--- src/design/fcull_pkg.sv ---
// Shared constants, types and result codes for the frustum cull test block.
`timescale 1ns / 1ps

package fcull_pkg;

   localparam int COORD_WIDTH      = 16;
   localparam int NORMAL_FRAC_BITS = 14;
   localparam int PLANE_COUNT      = 6;
   localparam int PLANE_LANE       = 16;
   localparam int PLANE_WIDTH      = 4 * PLANE_LANE;
   localparam int AXIS_COUNT       = 3;
   localparam int OFFSET_LANE      = 3;
   localparam int CSR_INDEX_WIDTH  = $clog2(PLANE_COUNT);
   localparam int RADIUS_WIDTH     = COORD_WIDTH - 1;
   localparam int PROD_WIDTH       = PLANE_LANE + COORD_WIDTH;
   localparam int OFFSET_WIDTH     = PLANE_LANE + NORMAL_FRAC_BITS;
   localparam int RSCALED_WIDTH    = RADIUS_WIDTH + NORMAL_FRAC_BITS + 1;
   localparam int BASE_WIDTH_A     = (PROD_WIDTH > OFFSET_WIDTH) ? PROD_WIDTH : OFFSET_WIDTH;
   localparam int BASE_WIDTH       = (BASE_WIDTH_A > RSCALED_WIDTH) ? BASE_WIDTH_A
                                                                     : RSCALED_WIDTH;
   localparam int DIST_WIDTH       = BASE_WIDTH + 3;

   localparam logic [1:0] ACTION_POINT  = 2'd0;
   localparam logic [1:0] ACTION_SPHERE = 2'd1;
   localparam logic [1:0] ACTION_BOX    = 2'd2;
   localparam logic [1:0] ACTION_NONE   = 2'd3;

   localparam logic [1:0] VERDICT_INSIDE    = 2'd0;
   localparam logic [1:0] VERDICT_INTERSECT = 2'd1;
   localparam logic [1:0] VERDICT_OUTSIDE   = 2'd2;

   typedef logic signed [COORD_WIDTH-1:0] coord_type;
   typedef logic signed [PLANE_LANE-1:0]  lane_type;
   typedef logic [PLANE_WIDTH-1:0]        plane_type;
   typedef logic signed [PROD_WIDTH-1:0]  prod_type;
   typedef logic signed [DIST_WIDTH-1:0]  dist_type;
   typedef logic [RADIUS_WIDTH-1:0]       radius_type;
   typedef logic [CSR_INDEX_WIDTH-1:0]    csr_index_type;

   typedef struct packed {
      logic point_out;
      logic sphere_out;
      logic sphere_int;
      logic box_out;
      logic box_int;
   } plane_flags_type;

endpackage

--- src/design/fcull_plane_unit.sv ---
// One plane test: registered products, then distances and sign flags.
`timescale 1ns / 1ps

module fcull_plane_unit (
   input  logic                       clock,
   input  logic                       enable,
   input  fcull_pkg::plane_type       plane,
   input  fcull_pkg::coord_type       lo [fcull_pkg::AXIS_COUNT],
   input  fcull_pkg::coord_type       hi [fcull_pkg::AXIS_COUNT],
   input  fcull_pkg::radius_type      radius,
   output fcull_pkg::plane_flags_type flags
);

   fcull_pkg::prod_type prod_lo_ff [fcull_pkg::AXIS_COUNT];
   fcull_pkg::prod_type prod_lo_in [fcull_pkg::AXIS_COUNT];
   fcull_pkg::prod_type prod_hi_ff [fcull_pkg::AXIS_COUNT];
   fcull_pkg::prod_type prod_hi_in [fcull_pkg::AXIS_COUNT];
   fcull_pkg::lane_type normal [fcull_pkg::AXIS_COUNT];
   fcull_pkg::dist_type offset_scaled;
   fcull_pkg::dist_type radius_scaled;
   fcull_pkg::dist_type dist_lo;
   fcull_pkg::dist_type dist_pv;
   fcull_pkg::dist_type dist_nv;
   fcull_pkg::dist_type dist_plus_r;
   fcull_pkg::dist_type dist_minus_r;

   always_comb begin
      for (int a = 0; a < fcull_pkg::AXIS_COUNT; a++) begin
         normal[a]     = fcull_pkg::lane_type'(plane[a*fcull_pkg::PLANE_LANE +:
                                                     fcull_pkg::PLANE_LANE]);
         prod_lo_in[a] = fcull_pkg::prod_type'(normal[a]) * fcull_pkg::prod_type'(lo[a]);
         prod_hi_in[a] = fcull_pkg::prod_type'(normal[a]) * fcull_pkg::prod_type'(hi[a]);
      end
   end

   always_ff @(posedge clock) begin
      if (enable) begin
         prod_lo_ff <= prod_lo_in;
         prod_hi_ff <= prod_hi_in;
      end
   end

   // The corner farthest along the normal takes the maximum where the component is
   // non-negative; the nearest corner takes the other one.
   always_comb begin
      offset_scaled = fcull_pkg::dist_type'(fcull_pkg::lane_type'(
                         plane[fcull_pkg::OFFSET_LANE*fcull_pkg::PLANE_LANE +:
                               fcull_pkg::PLANE_LANE])) <<< fcull_pkg::NORMAL_FRAC_BITS;
      radius_scaled = fcull_pkg::dist_type'(radius) <<< fcull_pkg::NORMAL_FRAC_BITS;
      dist_lo = offset_scaled;
      dist_pv = offset_scaled;
      dist_nv = offset_scaled;
      for (int a = 0; a < fcull_pkg::AXIS_COUNT; a++) begin
         dist_lo = dist_lo + fcull_pkg::dist_type'(prod_lo_ff[a]);
         if (plane[a*fcull_pkg::PLANE_LANE + fcull_pkg::PLANE_LANE - 1]) begin
            dist_pv = dist_pv + fcull_pkg::dist_type'(prod_lo_ff[a]);
            dist_nv = dist_nv + fcull_pkg::dist_type'(prod_hi_ff[a]);
         end else begin
            dist_pv = dist_pv + fcull_pkg::dist_type'(prod_hi_ff[a]);
            dist_nv = dist_nv + fcull_pkg::dist_type'(prod_lo_ff[a]);
         end
      end
      dist_plus_r  = dist_lo + radius_scaled;
      dist_minus_r = dist_lo - radius_scaled;

      flags.point_out  = dist_lo[fcull_pkg::DIST_WIDTH-1];
      flags.sphere_out = dist_plus_r[fcull_pkg::DIST_WIDTH-1];
      flags.sphere_int = dist_minus_r[fcull_pkg::DIST_WIDTH-1];
      flags.box_out    = dist_pv[fcull_pkg::DIST_WIDTH-1];
      flags.box_int    = dist_nv[fcull_pkg::DIST_WIDTH-1];
   end

endmodule

--- config.mk ---
export PLATFORM = sky130hd
export DESIGN_NAME = fcull_plane_unit
export DESIGN_NICKNAME = d
export VERILOG_FILES = /design/src/design/fcull_pkg.sv /design/src/design/fcull_plane_unit.sv
export SDC_FILE = /design/constraint.sdc
export NUM_CORES = 2
export LEC_CHECK = 0
export BUFFER_PORTS_ARGS = -buffer_cell sky130_fd_sc_hd__buf_2
export CORE_MARGIN = 2
export CORE_UTILIZATION = 63
export CTS_CLUSTER_DIAMETER = 80
export DETAILED_ROUTE_END_ITERATION = 7
export PLACE_DENSITY_LB_ADDON = 0.05
export SYNTH_ARGS = -nofsm -noshare
export SYNTH_HDL_FRONTEND = slang
export SYNTH_SLANG_ARGS = --single-unit
export TNS_END_PERCENT = 1
--- constraint.sdc ---
create_clock -name clock -period 26.4 [get_ports clock]
set_input_delay 5.28 -clock clock [delete_from_list [all_inputs] [get_ports clock]]
set_output_delay 5.28 -clock clock [all_outputs]
set_load 0.02 [all_outputs]
Yosys cells after proc, flatten, opt, wreduce, memory -nomap -nowiden
Index checks and enable logic that the tools add are counted.
{ "op_classes": {"addsub": 14, "mul": 6, "mux": 6} }
{ "ops": {"columns": ["op", "n"], "rows": [
  ["adder 35 x 32 -> 35 bit", 8],
  ["two-way mux 35 bit", 6],
  ["multiplier 16 x 16 -> 32 bit", 6],
  ["adder 30 x 32 -> 33 bit", 2],
  ["adder 34 x 32 -> 35 bit", 1],
  ["adder 35 x 30 -> 35 bit", 1],
  ["subtractor 35 x 30 -> 35 bit", 1],
  ["adder 33 x 32 -> 34 bit", 1]
]} }
{ "word_totals": {"regBits": 192, "in_bits": 177, "out_inout_bits": 5, "elab_cells": 32} }

Logic depth before layout (Yosys ltp)
{ "logic_depth": {"ltp_word": 6, "ltp_mapped": 32, "ltp_nobuf": 32} }

Worst setup path before layout
No wires, ideal clock.
{ "synth_timing": {"path_kind": "input -> output", "from": "input plane[48]", "to": "output flags[2] (netlist name)", "t_arrival_ps": 10756, "t_required_ps": 21120, "setup_slack_ps": 10364, "path_stages": 26, "path_buffers": 0, "path_cell_list": "ha_1 > fa_1 > a21o_1 > a21oi_1 > o21bai_1 > a21oi_1 > o21bai_1 > a21oi_1 > xnor2_1 > fa_1 > ha_1 > a21o_1 > a21o_1 > o311ai_1 > nor2_1 > nor2_1 > nor2b_1 > nor2_1 > xnor2_1 > ha_1 > a2111oi_0 > o2111ai_1 > a41oi_1 > o22ai_1 > o311a_1 > nor3_1"} }
{ "synth_rtl": {"columns": ["element", "line_no", "source"], "rows": [
  ["start: declaration", "fcull_plane_unit.sv:7", "input fcull_pkg::plane_type plane,"],
  ["end: declaration", "fcull_plane_unit.sv:11", "output fcull_pkg::plane_flags_type flags"]
]} }

==> reports/results.txt <==
critical path required time = 21120 ps
async set-or-reset flop fraction in the synthesized netlist = 0%
worst-margin pin slew = 955 ps
Max Root-Sink Buffers = 2
top cells by area, synth = fa_1 43%, ha_1 12%, inv_1 9.6%
die width = 349 µm
post-synthesis sequential area ratio = 7.69%
I/O Pins = 182
Slew Limit Fails = 0
period utilisation layout = 67.2%
Yosys cell types = 82
Clock Sink Count = 192
RSZ-0062 raised after global routing = no
Clk Tree Root Cell = clkbuf_16
largest net degree at the start of global routing = 79
Most used DFF post-synth = edfxtp_1
mapped cell area = 75000 µm²
share of cells above drive strength 1 = 5.16%
GPL Wtd Cong = 0.964
#FFs+latches synth = 192
fill count = 9995
Final Hold Vio Count = 0
Mean Syn Cell Area = 9.28 µm²
initial core utilization = 63.5%
min Tclk post-route = 17730 ps
grt total ovfl = 0
Total Routing Usage GR = 32.9%
Critical Path Start Type = input pin
Die ar. = 122000 µm²
TritonCTS clock tree = yes
Worst setup EP type = output pin
area grow syn2layout = 3.44%
Port Buf Inserts = 181
number of synthesized flops with an enable pin = 192
Post-Synthesis Cells = 8082
Cell Rows = 126
Warnings, synthesis = 0
CP max FO = 4
CP peak stage delay = 580 ps
Slew headroom = 36.4%
initial antenna violation count = 27
DP HPWL = 159000 µm
Setup Buffers After CTS = 0
Iter 0 DRT Violations = 3317
Setup TNS Final = 0 ps
FMAX = 56.4 MHz
first-pass GRT wire length = 311000 µm
CORE AREA = 118000 µm²
Final ANT Viol Nets = 0
H-Tree Depth = 4
slowest CP cell = nor3_1
total CTS buffers = 17
WP data arrival = 12450 ps
drc violations = 0
CTS clk-pin slew, worst paths = 80 ps
Hold-fix buffers, CTS = 0
CTS resizes = 0
vias in the first global route = 57526
Pre-Repair DR Iteration Count = 5
Crit Path Class = input pin to output pin
DIE HEIGHT = 349 µm
Yosys top cell area share = 42.9%
drt total wl = 190000 µm
final setup vio count = 0
syn nets = 10591
Max Cap Viol = 0
fin nets = 10533
Vias = 53839
outcome = complete, no violations
post-DR wirelength/cell = 19.8 µm
Worst Hold Class = input pin to register
biggest area consumer among synthesized cells = fa_1
DR vias/cell = 5.61
[flip-flops by register name (all words and copies together), names as in the netlist]
signal,cells
prod_lo_ff,96
prod_hi_ff,96
[cells in the mapped netlist (all sizes together) (7+ instances only)]
master and n:
inv 1925, fa 1608, nand2 941, ha 724, and2 661, clkbuf 265, xnor2 243, a21oi 242
nor2 224, edfxtp 192, o21ai 149, mux2 144, a21o 115, xor2 66, nand2b 58, o21bai 56
nor3 55, nand3 52, o21a 37, nor2b 33, nand4 26, a31oi 25, and3 20, a211oi 18
o31ai 17, or3 13, o211ai 12, or2 11, a2111oi 9, a31o 9, and4 9, a211o 8
o311ai 8, a221oi 7, a41oi 7, buf 7, mux2i 7
[cell families after synthesis]
kind of cell | synth area share, %
AND/OR/NAND/NOR | 13.7
multiplexers | 2.25
XOR/XNOR | 3.61
adder cells (fa/ha/maj) | 55.0
buffers and inverters | 11.0
flip-flops | 7.69
AO/OA/AOI/OAI | 6.74
[cells in the final DEF, fill, tap and decap left out, types with 20 or more instances in the layout]
master	instances
inv_1	1925
fa_1	1608
nand2_1	941
ha_1	724
and2_1	660
xnor2_1	243
a21oi_1	237
nor2_1	224
edfxtp_1	192
buf_2	177
mux2_2	144
o21ai_0	140
a21o_1	113
xor2_1	66
nand2b_1	58
o21bai_1	56
nor3_1	54
nand3_1	52
o21a_1	37
nor2b_1	33
nand4_1	26
a31oi_1	25
and3_1	20
[per-stage QoR]
stage,hold slack [ps],utilization (%),instance area [µm²],std cells,worst slack (ps)
final,5300,65.7,77600,9590,8670
after global routing,5300,65.7,77600,9580,8190
after CTS,5270,65.7,77600,9573,8740
after detailed placement,5820,65.2,76900,9541,8760
after global placement,5810,65.2,76900,9541,8790
after floorplan,5390,-,75000,8082,10360
[worst paths after layout]
kind	start	end	slack (ps)	cells past startpoint
max	plane[48]	flags[2]	8670	29
min	enable	prod_lo_ff[30]$_DFFE_PP_	5300	1
[cell type report]
cell class,count,area [µm²],area share [%]
clock inverters,15,183,0.235
flip-flops and latches,192,5770,7.43
clock buffers,17,425,0.548
well taps,1536,1920,2.48
multi-input cells,5692,61000,78.6
diodes,17,42.5,0.0548
inverters,1926,7230,9.32
repair buffers,195,1030,1.32
[worst max-delay path, delay by kind of cell]
kind | cells | cell delay, ps
and+or+nand+nor | 7 | 1500
buffers and inverters | 2 | 430
AOI/OAI and AO/OA | 13 | 3110
adders and majority gates | 5 | 1710
xor gates and xnor gates | 2 | 410
[layer usage]
| metal | share of wire (%) | up-vias | track usage, % |
|---|---|---|---|
| li1 | - | 24396 | - |
| met1 | 44 | 27681 | 47.1 |
| met2 | 48 | 1500 | 54.5 |
| met3 | 5.8 | 252 | 3.48 |
| met4 | 2.1 | 10 | 7.17 |
| met5 | 0.035 | - | 0 |
Power is not shown: default switching activity piles up to over one toggle a cycle in this logic, so the estimate is an artifact.
