File: src/design/fcull_pkg.sv
// Shared constants, types and result codes for the frustum cull test block.
`timescale 1ns / 1ps

package fcull_pkg;

   localparam int COORD_WIDTH      = 16;
   localparam int NORMAL_FRAC_BITS = 14;
   localparam int PLANE_COUNT      = 6;
   localparam int PLANE_LANE       = 16;
   localparam int PLANE_WIDTH      = 4 * PLANE_LANE;
   localparam int AXIS_COUNT       = 3;
   localparam int OFFSET_LANE      = 3;
   localparam int CSR_INDEX_WIDTH  = $clog2(PLANE_COUNT);
   localparam int RADIUS_WIDTH     = COORD_WIDTH - 1;
   localparam int PROD_WIDTH       = PLANE_LANE + COORD_WIDTH;
   localparam int OFFSET_WIDTH     = PLANE_LANE + NORMAL_FRAC_BITS;
   localparam int RSCALED_WIDTH    = RADIUS_WIDTH + NORMAL_FRAC_BITS + 1;
   localparam int BASE_WIDTH_A     = (PROD_WIDTH > OFFSET_WIDTH) ? PROD_WIDTH : OFFSET_WIDTH;
   localparam int BASE_WIDTH       = (BASE_WIDTH_A > RSCALED_WIDTH) ? BASE_WIDTH_A
                                                                     : RSCALED_WIDTH;
   localparam int DIST_WIDTH       = BASE_WIDTH + 3;

   localparam logic [1:0] ACTION_POINT  = 2'd0;
   localparam logic [1:0] ACTION_SPHERE = 2'd1;
   localparam logic [1:0] ACTION_BOX    = 2'd2;
   localparam logic [1:0] ACTION_NONE   = 2'd3;

   localparam logic [1:0] VERDICT_INSIDE    = 2'd0;
   localparam logic [1:0] VERDICT_INTERSECT = 2'd1;
   localparam logic [1:0] VERDICT_OUTSIDE   = 2'd2;

   typedef logic signed [COORD_WIDTH-1:0] coord_type;
   typedef logic signed [PLANE_LANE-1:0]  lane_type;
   typedef logic [PLANE_WIDTH-1:0]        plane_type;
   typedef logic signed [PROD_WIDTH-1:0]  prod_type;
   typedef logic signed [DIST_WIDTH-1:0]  dist_type;
   typedef logic [RADIUS_WIDTH-1:0]       radius_type;
   typedef logic [CSR_INDEX_WIDTH-1:0]    csr_index_type;

   typedef struct packed {
      logic point_out;
      logic sphere_out;
      logic sphere_int;
      logic box_out;
      logic box_int;
   } plane_flags_type;

endpackage

File: src/design/fcull_plane_regs.sv
// Configuration storage for the six frustum planes.
`timescale 1ns / 1ps

module fcull_plane_regs (
   input  logic                     clock,
   input  logic                     reset,
   input  logic                     csr_we,
   input  fcull_pkg::csr_index_type csr_index,
   input  fcull_pkg::plane_type     csr_wdata,
   output fcull_pkg::plane_type     planes [fcull_pkg::PLANE_COUNT]
);

   fcull_pkg::plane_type planes_ff [fcull_pkg::PLANE_COUNT];
   fcull_pkg::plane_type planes_in [fcull_pkg::PLANE_COUNT];

   for (genvar i = 0; i < fcull_pkg::PLANE_COUNT; i++) begin : g_plane
      always_comb begin
         if (csr_we && (csr_index == fcull_pkg::CSR_INDEX_WIDTH'(i))) begin
            planes_in[i] = csr_wdata;
         end else begin
            planes_in[i] = planes_ff[i];
         end
      end

      always_ff @(posedge clock) begin
         if (reset) begin
            planes_ff[i] <= '0;
         end else begin
            planes_ff[i] <= planes_in[i];
         end
      end

      assign planes[i] = planes_ff[i];
   end

endmodule

File: config.mk
export PLATFORM = sky130hd
export DESIGN_NAME = fcull_plane_regs
export DESIGN_NICKNAME = d
export VERILOG_FILES = /design/src/design/fcull_pkg.sv /design/src/design/fcull_plane_regs.sv
export SDC_FILE = /design/constraint.sdc
export NUM_CORES = 1
export LEC_CHECK = 0
export ABC_AREA = 1
export BUFFER_PORTS_ARGS = -buffer_cell sky130_fd_sc_hd__buf_2
export CAP_MARGIN = 15
export CORE_MARGIN = 2
export CORE_UTILIZATION = 50
export DETAILED_ROUTE_END_ITERATION = 7
export PLACE_DENSITY = 0.84
export SYNTH_ARGS = -nofsm -noshare
export SYNTH_HDL_FRONTEND = slang
export SYNTH_SLANG_ARGS = --single-unit
File: constraint.sdc
create_clock -name clock -period 1.5 [get_ports clock]
set_input_delay 0.375 -clock clock [delete_from_list [all_inputs] [get_ports clock]]
set_output_delay 0.375 -clock clock [all_outputs]
set_load 0.01 [all_outputs]
Word-level counts from Yosys, hierarchy flattened. Memories as Yosys holds them, arrays and structs flattened. Cells that the tools add are included.

Memories: 1. Bits in writable memories: 384. Output and inout bits: 384. Flip-flop bits (word level): 0.

Memories: planes_ff (depth 6, width 64, rd ports 6, clocked after Yosys merged registers in 0, write ports 6, line fcull_plane_regs.sv:13) `fcull_pkg::plane_type planes_ff [fcull_pkg::PLANE_COUNT];`.

Mux-type cells: 15. Bitwise gates (word level): 6. Eq/ne operators: 5. Reduce and logical (&&, ||, !) cells: 7.

Operators by type and width (count): 64-bit two-way mux (12); 3-bit by 2-bit equality test with 1-bit output, second input constant (2); 3-bit equality test, second input constant (2); 1-bit logical AND (6); 1-bit OR (6); 3-bit by 1-bit equality test with 1-bit output, second input constant (1); 3-bit zero test (1); 1-bit two-way mux (3).

Depth between registers and ports, before layout. Gate-level depths: netlist (run 1).

Word-level depth: 4. Depth in mapped cells: 7. Mapped depth without buffers: 5.

Worst setup path after synthesis (run 1). No wires, ideal clock.

Path kind: input port to flip-flop. Start point: input port csr_index[0]. End point: memory planes_ff[2][31] (netlist bit). Setup slack: 0.246 ns. Buffers on the path: 2. Cell stages on the path: 6. Data required time: 1.387 ns. Arrival time: 1.142 ns. Cells stage by stage: nor2_1 > clkbuf_1 > buf_2 > nand3_1 > nand2_1 > nor2_1.

RTL lines: from (decl) (line fcull_plane_regs.sv:8) `input fcull_pkg::csr_index_type csr_index,`; to (decl) (line fcull_plane_regs.sv:13).

==> results of run 1 <==
-- power by group --
| group | internal, W | switching, W | total (W) |
|---|---|---|---|
| combinational | 0.000922 | 0.00168 | 0.00260 |
| sequential | 0.0106 | 0.000194 | 0.0108 |
| clock | 0.00550 | 0.00402 | 0.00952 |
| total | 0.0170 | 0.00589 | 0.0229 |
-- layer usage --
| layer | share of wire (%) | routed length, microns | track usage, % |
|---|---|---|---|
| met2 | 47 | 23000 | 48.4 |
| met3 | 10 | 5160 | 7.50 |
| met1 | 37 | 18300 | 35.6 |
| met5 | 0 | 0 | 0 |
| met4 | 5.5 | 2710 | 17.9 |
-- Yosys cell counts (all sizes together) --
master,count,area [sq um]
clkbuf,35,131
nand3,384,1920
nor2,778,2970
buf,125,674
clkinv,1,3.75
inv,70,263
nand2,390,1470
dfxtp,384,7690
-- logic make-up (layout without fill, tap and decap cells) --
logic type             after synthesis  count (layout)  synth area share (%)
AND/OR/NAND/NOR                   1552            1552                  42.0
buffers and inverters              231             655                  7.09
other                                0               3                     0
flip-flops                         384             384                  50.9
-- worst paths after layout --
check | end | cells after the start
setup reg to reg | planes_ff[2][59]$_SDFFE_PP0P_ | 2
setup / recovery | planes[375] | 1
hold / removal | planes_ff[0][26]$_SDFFE_PP0P_ | 5
hold reg to reg | planes_ff[1][74]$_SDFFE_PP0P_ | 2
-- worst register-to-register path: stages (launching register included) --
cell and delay (ns):
dfxtp_1 0.33, nor2_1 0.14, nor2_1 0.06
-- layout by cell type (no fill, tap or decap) --
master,instances
clkbuf_8,6
diode_2,3
clkbuf_16,41
clkinv_2,6
clkbuf_1,13
dfxtp_1,384
nand3_1,384
clkinvlp_4,1
buf_2,453
inv_1,65
inv_4,1
inv_2,4
buf_12,40
inv_6,2
nand2_2,1
nor2_1,768
inv_8,1
nand2_1,389
buf_4,21
bufinv_16,1
nor2_4,10
-- area by class of cell --
class / instances / area share (%)
multi-input cells: 1552 / 33.1
clock buffers: 60 / 5.99
well taps: 390 / 2.53
flip-flops and latches: 384 / 39.8
repair buffers: 514 / 16.7
clock inverters: 10 / 0.441
inverters: 71 / 1.43
diodes: 3 / 0.0389
-- per-stage QoR --
step / cell area, sq um / total power [W]
2_1_floorplan: 15100 / 0.0125
3_3_place_gp: 18100 / 0.0135
3_5_place_dp: 18100 / 0.0135
4_1_cts: 19300 / 0.0229
5_1_grt: 19300 / 0.0236
6_report: 19300 / 0.0229
==> reports/metrics.csv, run 1 <==
metric,value,unit
place_ws,-0.0697,ns
synth.distinct_cells,15,
die_width,178,microns
fin_hold_ws,0.277,ns
fin_util,65.0,%
hold_start,csr_wdata[26],
outcome,finished clean,
avgSynthCellArea,6.98,sq um
setup_ws,0.0590,ns
rsz0062_at_grt,false,
grt_max_degree,72,
ys_ff_latch,384,
rrSetupSlack,0.87,ns
cts_tree,built,
viasPerCell,5.31,
h-tree-depth,2,
drive_above_1_share,22.7,%
min_period_over_period,96.1,%
fin_tns_setup,0,ns
drc,0,
holdCritPathClass,input port to flop,
grt_usage,29.8,%
ios,454,
fin_cells,2984,
maxSlewViolCount,0,
reg2reg_from,planes_ff[2][59]$_SDFFE_PP0P_,
die_h,178,microns
ys_warn_count,0,
synth_fp_nets,2237,
cts-buffers-inserted,40,
rows,63,
crit_chain,buf_2,
period_needed,1.44,ns
crit_path_start_kind,flop,
cap_violations,0,
regArea,7690,sq um
gr-total-overflow,0,
power_density,1180,nW/um^2
fillCellCount,2521,
grt_antenna_before_repair,3,
post_cts_buffers,0,
fin_nets,2633,
cts_root_buffer,clkbuf_16,
largest-register,planes_ff,
synth_seq_area_share,50.9,%
ant_nets,0,
grt_pass1_vias,14600,
port-buffer-count,453,
critical_path_class,flop to output pin,
crit_required,1.12,ns
drt_first_pass_iters,6,
postSynthCellCount,2167,
wirelength,49.2,mm
place_inst,2911,
slowest_delay,0.39,ns
gp_congestion,0.873,
startpoint,planes_ff[0][55]$_SDFFE_PP0P_,
synth_area,15100,sq um
clockBufferDepth,3,
hold_viol,0,
syn2layout_area_growth,27.8,%
vias,15800,
largest_register_ffs,384,
grt_pass1_wl,75.3,mm
clkSinkCount,384,
critPathSlowestCell,dfxtp_1,
crit_path_end_kind,output pin,
drtIter0Drc,1434,
power_leakage,9.55,nW
start_util,50.9,%
clk_pin_slew,0.06,ns
worstMarginPinSlew,0.382,ns
critPathArrivalTime,1.07,ns
setup_viol,0,
fmaxAchievable,0.694,GHz
holdBufCountCts,0,
vdd_drop_max,0.843,mV
reg_top3,planes_ff: 384 flops,
fp.dieArea,31600,sq um
core,29700,sq um
avgRoutedWirePerCell,16.5,microns
crit_fanout,2,
cpLargestDelayFamily,flip-flops,
slew_headroom,74.6,%
clock_latency,0.52,ns
skew,0,ns
ctsResizeCount,0,
worst-path-buf-inv,1,
place_hpwl,33.1,mm
multi_input_area,6380,sq um
Note: power is estimated with default switching activity, not from simulation.
==> run 2, diff against run 1 <==
--- a/config.mk
+++ b/config.mk
@@ -8,6 +8,7 @@
 export ABC_AREA = 1
 export BUFFER_PORTS_ARGS = -buffer_cell sky130_fd_sc_hd__buf_2
 export CAP_MARGIN = 15
+export CORE_ASPECT_RATIO = 1.75
 export CORE_MARGIN = 2
 export CORE_UTILIZATION = 50
 export DETAILED_ROUTE_END_ITERATION = 7
==> constraint.sdc (replaced) <==
create_clock -name clock -period 1.57 [get_ports clock]
set_input_delay 0.3925 -clock clock [delete_from_list [all_inputs] [get_ports clock]]
set_output_delay 0.3925 -clock clock [all_outputs]
set_load 0.01 [all_outputs]
==> run 2 against run 1 <==
  * Die area grew 0.18%
  * Final area shrank 0.38%
  * Sequential cell count is the same
  * Power shrank 2.1%
  * Hold slack gained 0.016 ns
  * Via count grew 0.61%
  * Critical path type unchanged
  * Largest cell class unchanged
  * Largest power group unchanged
==> reports/metrics.csv, run 2 (same netlist as run 1, synthesis figures left out) <==
metric,value,unit
outcome,finished clean,
period_needed,1.53,ns
critPathSlowestCell,dfxtp_1,
fin_nets,2619,
post_cts_buffers,0,
drc,0,
viasPerCell,5.38,
multi_input_area,6380,sq um
mostFrequentLayoutCell,nor2_1,
holdBufCountCts,0,
clk_pin_slew,0.07,ns
place_ws,0.0252,ns
fp.dieArea,31700,sq um
setup_viol,0,
cts-buffers-inserted,35,
clockBufferDepth,3,
met2WireLength,25.0,mm
ant_nets,0,
regArea,7690,sq um
drtIter0Drc,1524,
place_inst,2899,
fin_hold_ws,0.292,ns
die_h,234,microns
h-tree-depth,2,
worstMarginPinSlew,0.434,ns
drt_first_pass_iters,6,
drive_above_1_share,22.6,%
cpLargestDelayFamily,flip-flops,
grt_max_degree,95,
met3_length,4.53,mm
fin_tns_setup,0,ns
cap_violations,0,
holdCritPathClass,input port to flop,
gr-total-overflow,0,
setup_ws,0.0443,ns
critPathArrivalTime,1.13,ns
grt_pass1_wl,77.3,mm
crit_path_start_kind,flop,
highest_layer,met5,
critical_path_class,flop to output pin,
start_util,50.5,%
slowest_delay,0.43,ns
fin_cells,2961,
rows,84,
post-layout-total-power,0.0224,W
wl_met1,17.9,mm
power_density,1160,nW/um^2
syn2layout_area_growth,27.3,%
core,30000,sq um
fmaxAchievable,0.655,GHz
vdd_drop_max,1.04,mV
wirelength,51.5,mm
vias,15900,
fillCellCount,2556,
port-buffer-count,453,
maxSlewViolCount,0,
grt_usage,31.1,%
crit_path_end_kind,output pin,
clkSinkCount,384,
min_period_over_period,97.2,%
grt_antenna_before_repair,1,
crit_fanout,2,
layout_common_cells,"nor2_1 (768), buf_2 (453), nand2_1 (389), nand3_1 (384), dfxtp_1 (384)",
crit_chain,buf_2,
cts_root_buffer,clkbuf_16,
power_leakage,9.52,nW
worst-path-buf-inv,1,
gp_congestion,0.899,
reg_top3,planes_ff: 384 flops,
crit_required,1.18,ns
hold_viol,0,
skew,0,ns
ctsResizeCount,0,
largest_register_ffs,384,
place_hpwl,34.7,mm
largest-register,planes_ff,
avgRoutedWirePerCell,17.4,microns
rsz0062_at_grt,false,
ios,454,
antenna-diode-count,0,
cts_tree,built,
clock_latency,0.53,ns
slew_headroom,71.0,%
grt_pass1_vias,14400,
die_width,135,microns
run 2: final cells by class:
class	count	share of cell area (%)
Inverter	71	1.44
Clock buffer	48	5.44
Sequential cell	384	40.0
Tap cell	387	2.52
Multi-Input combinational cell	1552	33.2
Clock inverter	14	1.31
Timing Repair Buffer	505	16.2
run 2: routing by layer:
metal	up-vias	global-route usage, %
met3	240	6.29
met4	2	22.4
li1	7481	-
met2	919	51.4
met5	-	0
met1	7291	35.5
run 2: worst paths after layout:
path | to | depth (start not counted) | start | slack (ns)
worst max-delay path | planes[323] | 1 | planes_ff[0][3]$_SDFFE_PP0P_ | 0.04
worst min-delay path | planes_ff[0][121]$_SDFFE_PP0P_ | 4 | reset | 0.29
worst max register to register | planes_ff[0][3]$_SDFFE_PP0P_ | 2 | planes_ff[0][3]$_SDFFE_PP0P_ | 0.89
worst min register to register | planes_ff[1][82]$_SDFFE_PP0P_ | 2 | planes_ff[1][82]$_SDFFE_PP0P_ | 0.48
run 2: power by group:
| group | internal [W] | total (W) | switching [W] |
|---|---|---|---|
| Clock | 0.00584 | 0.00962 | 0.00378 |
| Sequential | 0.0101 | 0.0103 | 0.000207 |
| Combinational | 0.000857 | 0.00247 | 0.00162 |
| Total | 0.0168 | 0.0224 | 0.00561 |
run 2: worst register-to-register path, delay by kind of cell, from the launching register on:
kind          cells  cell delay [ns]
flops             1             0.43
simple gates      2             0.19
run 2: through the flow:
stage | instance area [sq um] | util [%]
floorplan | 15100 | -
global placement | 17900 | 59.9
detailed placement | 17900 | 59.9
CTS | 19200 | 64.2
global route | 19200 | 64.2
finish | 19200 | 64.2
==> run 3, diff against run 2 <==
--- a/config.mk
+++ b/config.mk
@@ -8,8 +8,7 @@
 export ABC_AREA = 1
 export BUFFER_PORTS_ARGS = -buffer_cell sky130_fd_sc_hd__buf_2
 export CAP_MARGIN = 15
-export CORE_ASPECT_RATIO = 1.75
-export CORE_MARGIN = 2
+export CORE_MARGIN = 1
 export CORE_UTILIZATION = 50
 export DETAILED_ROUTE_END_ITERATION = 7
 export PLACE_DENSITY = 0.84
==> constraint.sdc (replaced) <==
create_clock -name clock -period 1.57 [get_ports clock]
set_input_delay 0.314 -clock clock [delete_from_list [all_inputs] [get_ports clock]]
set_output_delay 0.314 -clock clock [all_outputs]
set_load 0.01 [all_outputs]
==> run 3 against run 2 <==
  * Hold slack worse by 0.075 ns
  * Clock skew did not move
  * Largest power group unchanged
  * Sequential cell count unchanged
  * Combinational power about the same
  * Die area down 2.4%
  * Sequential share of layout area about the same
  * Highest routed layer is now met4
  * Critical path depth is the same
  * Utilization up 0.57 points
==> reports/metrics.csv, run 3 (same netlist as run 1, synthesis figures left out) <==
metric,value,unit
outcome,finished clean,
clk_pin_slew,0.06,ns
crit_fanout,2,
start_util,50.9,%
maxSlewViolCount,0,
holdBufCountCts,0,
layout_common_cells,"nor2_1 (768), buf_2 (453), nand2_1 (389), nand3_1 (384), dfxtp_1 (384)",
post_cts_buffers,0,
hold_viol,0,
place_hpwl,32.3,mm
drc,0,
cap_violations,0,
crit_path_start_kind,flop,
die_width,176,microns
wirelength,48.5,mm
reg_top3,planes_ff: 384 flops,
skew,0,ns
clock_latency,0.52,ns
cpLargestDelayFamily,flip-flops,
gr-total-overflow,0,
power_density,1130,nW/um^2
ios,454,
multi_input_area,6380,sq um
largest_register_ffs,384,
grtUsageMet1,34.7,%
crit_chain,buf_2,
drtIter0Drc,1368,
fp.dieArea,30900,sq um
clkSinkCount,384,
slowest_delay,0.37,ns
critPathArrivalTime,1.06,ns
grt_pass1_wl,75.0,mm
ant_nets,0,
fin_tns_setup,0,ns
avgRoutedWirePerCell,16.3,microns
busiest_layer,met2,
worstMarginPinSlew,0.400,ns
grtUsageMet2,50.9,%
viasPerCell,5.34,
use_met3,6.99,%
min_period_over_period,87.4,%
rows,63,
gp_congestion,0.885,
grt_antenna_before_repair,3,
drt_first_pass_iters,5,
critical_path_class,flop to output pin,
largest-register,planes_ff,
clockBufferDepth,3,
critPathSlowestCell,dfxtp_1,
period_needed,1.37,ns
placed_area,18000,sq um
power_leakage,9.54,nW
syn2layout_area_growth,27.4,%
regArea,7690,sq um
fillCellCount,2562,
fmaxAchievable,0.728,GHz
design_area,19300,sq um
worst-path-buf-inv,1,
vdd_drop_max,0.778,mV
cts_root_buffer,clkbuf_16,
drive_above_1_share,22.7,%
mostFrequentLayoutCell,nor2_1,
vias,15900,
grt_max_degree,67,
fin_nets,2633,
holdCritPathClass,input port to flop,
crit_path_end_kind,output pin,
h-tree-depth,2,
crit_required,1.26,ns
grt_pass1_vias,14700,
ctsResizeCount,0,
setup_viol,0,
rsz0062_at_grt,false,
cts_tree,built,
core,29700,sq um
cts-buffers-inserted,40,
die_h,176,microns
slew_headroom,73.3,%
grt_usage,30.1,%
port-buffer-count,453,
## run 3: cell types whose count changed in the layout (fill, tap and decap cells not counted), sizes merged
cell	delta
buf	+9
clkbuf	+8
bufinv	-5
clkinv	+4
diode	+3
clkinvlp	-1
## run 3: area by class of cell
cell class,count,share of cell area (%)
well taps,390,2.53
flip-flops and latches,384,39.9
multi-input cells,1552,33.2
inverters,71,1.44
diodes,3,0.0390
repair buffers,514,16.5
clock inverters,12,0.591
clock buffers,56,5.83
## run 3: power breakdown
part	total (W)	internal, W	switching (W)
clock network	0.00908	0.00530	0.00378
registers	0.0103	0.0101	0.000194
logic	0.00246	0.000871	0.00159
## run 3: worst paths after layout
kind | from | end | slack [ns] | cells after the start
max | planes_ff[2][127]$_SDFFE_PP0P_ | planes[63] | 0.20 | 1
min | csr_wdata[2] | planes_ff[1][66]$_SDFFE_PP0P_ | 0.22 | 5
max reg2reg | planes_ff[0][78]$_SDFFE_PP0P_ | planes_ff[0][78]$_SDFFE_PP0P_ | 0.91 | 2
min reg2reg | planes_ff[2][85]$_SDFFE_PP0P_ | planes_ff[2][85]$_SDFFE_PP0P_ | 0.48 | 2
## run 3: metrics by stage
step                setup slack, ns  util [%]  std cells  hold slack [ns]  power [W]
finish                        0.197      64.8       2982            0.218     0.0218
global route                  0.155      64.8       2982            0.247     0.0225
CTS                           0.176      64.8       2979            0.199     0.0219
detailed placement            0.136      60.6       2911            0.464     0.0129
global placement              0.132      60.6       2911            0.456     0.0128
floorplan                     0.377         -       2167            0.508     0.0119
## run 3: layer usage
metal | vias up | wire length [microns]
met5 | - | 0
met1 | 7249 | 17700
li1 | 7513 | -
met2 | 957 | 23000
met4 | 0 | 2690
met3 | 198 | 5080
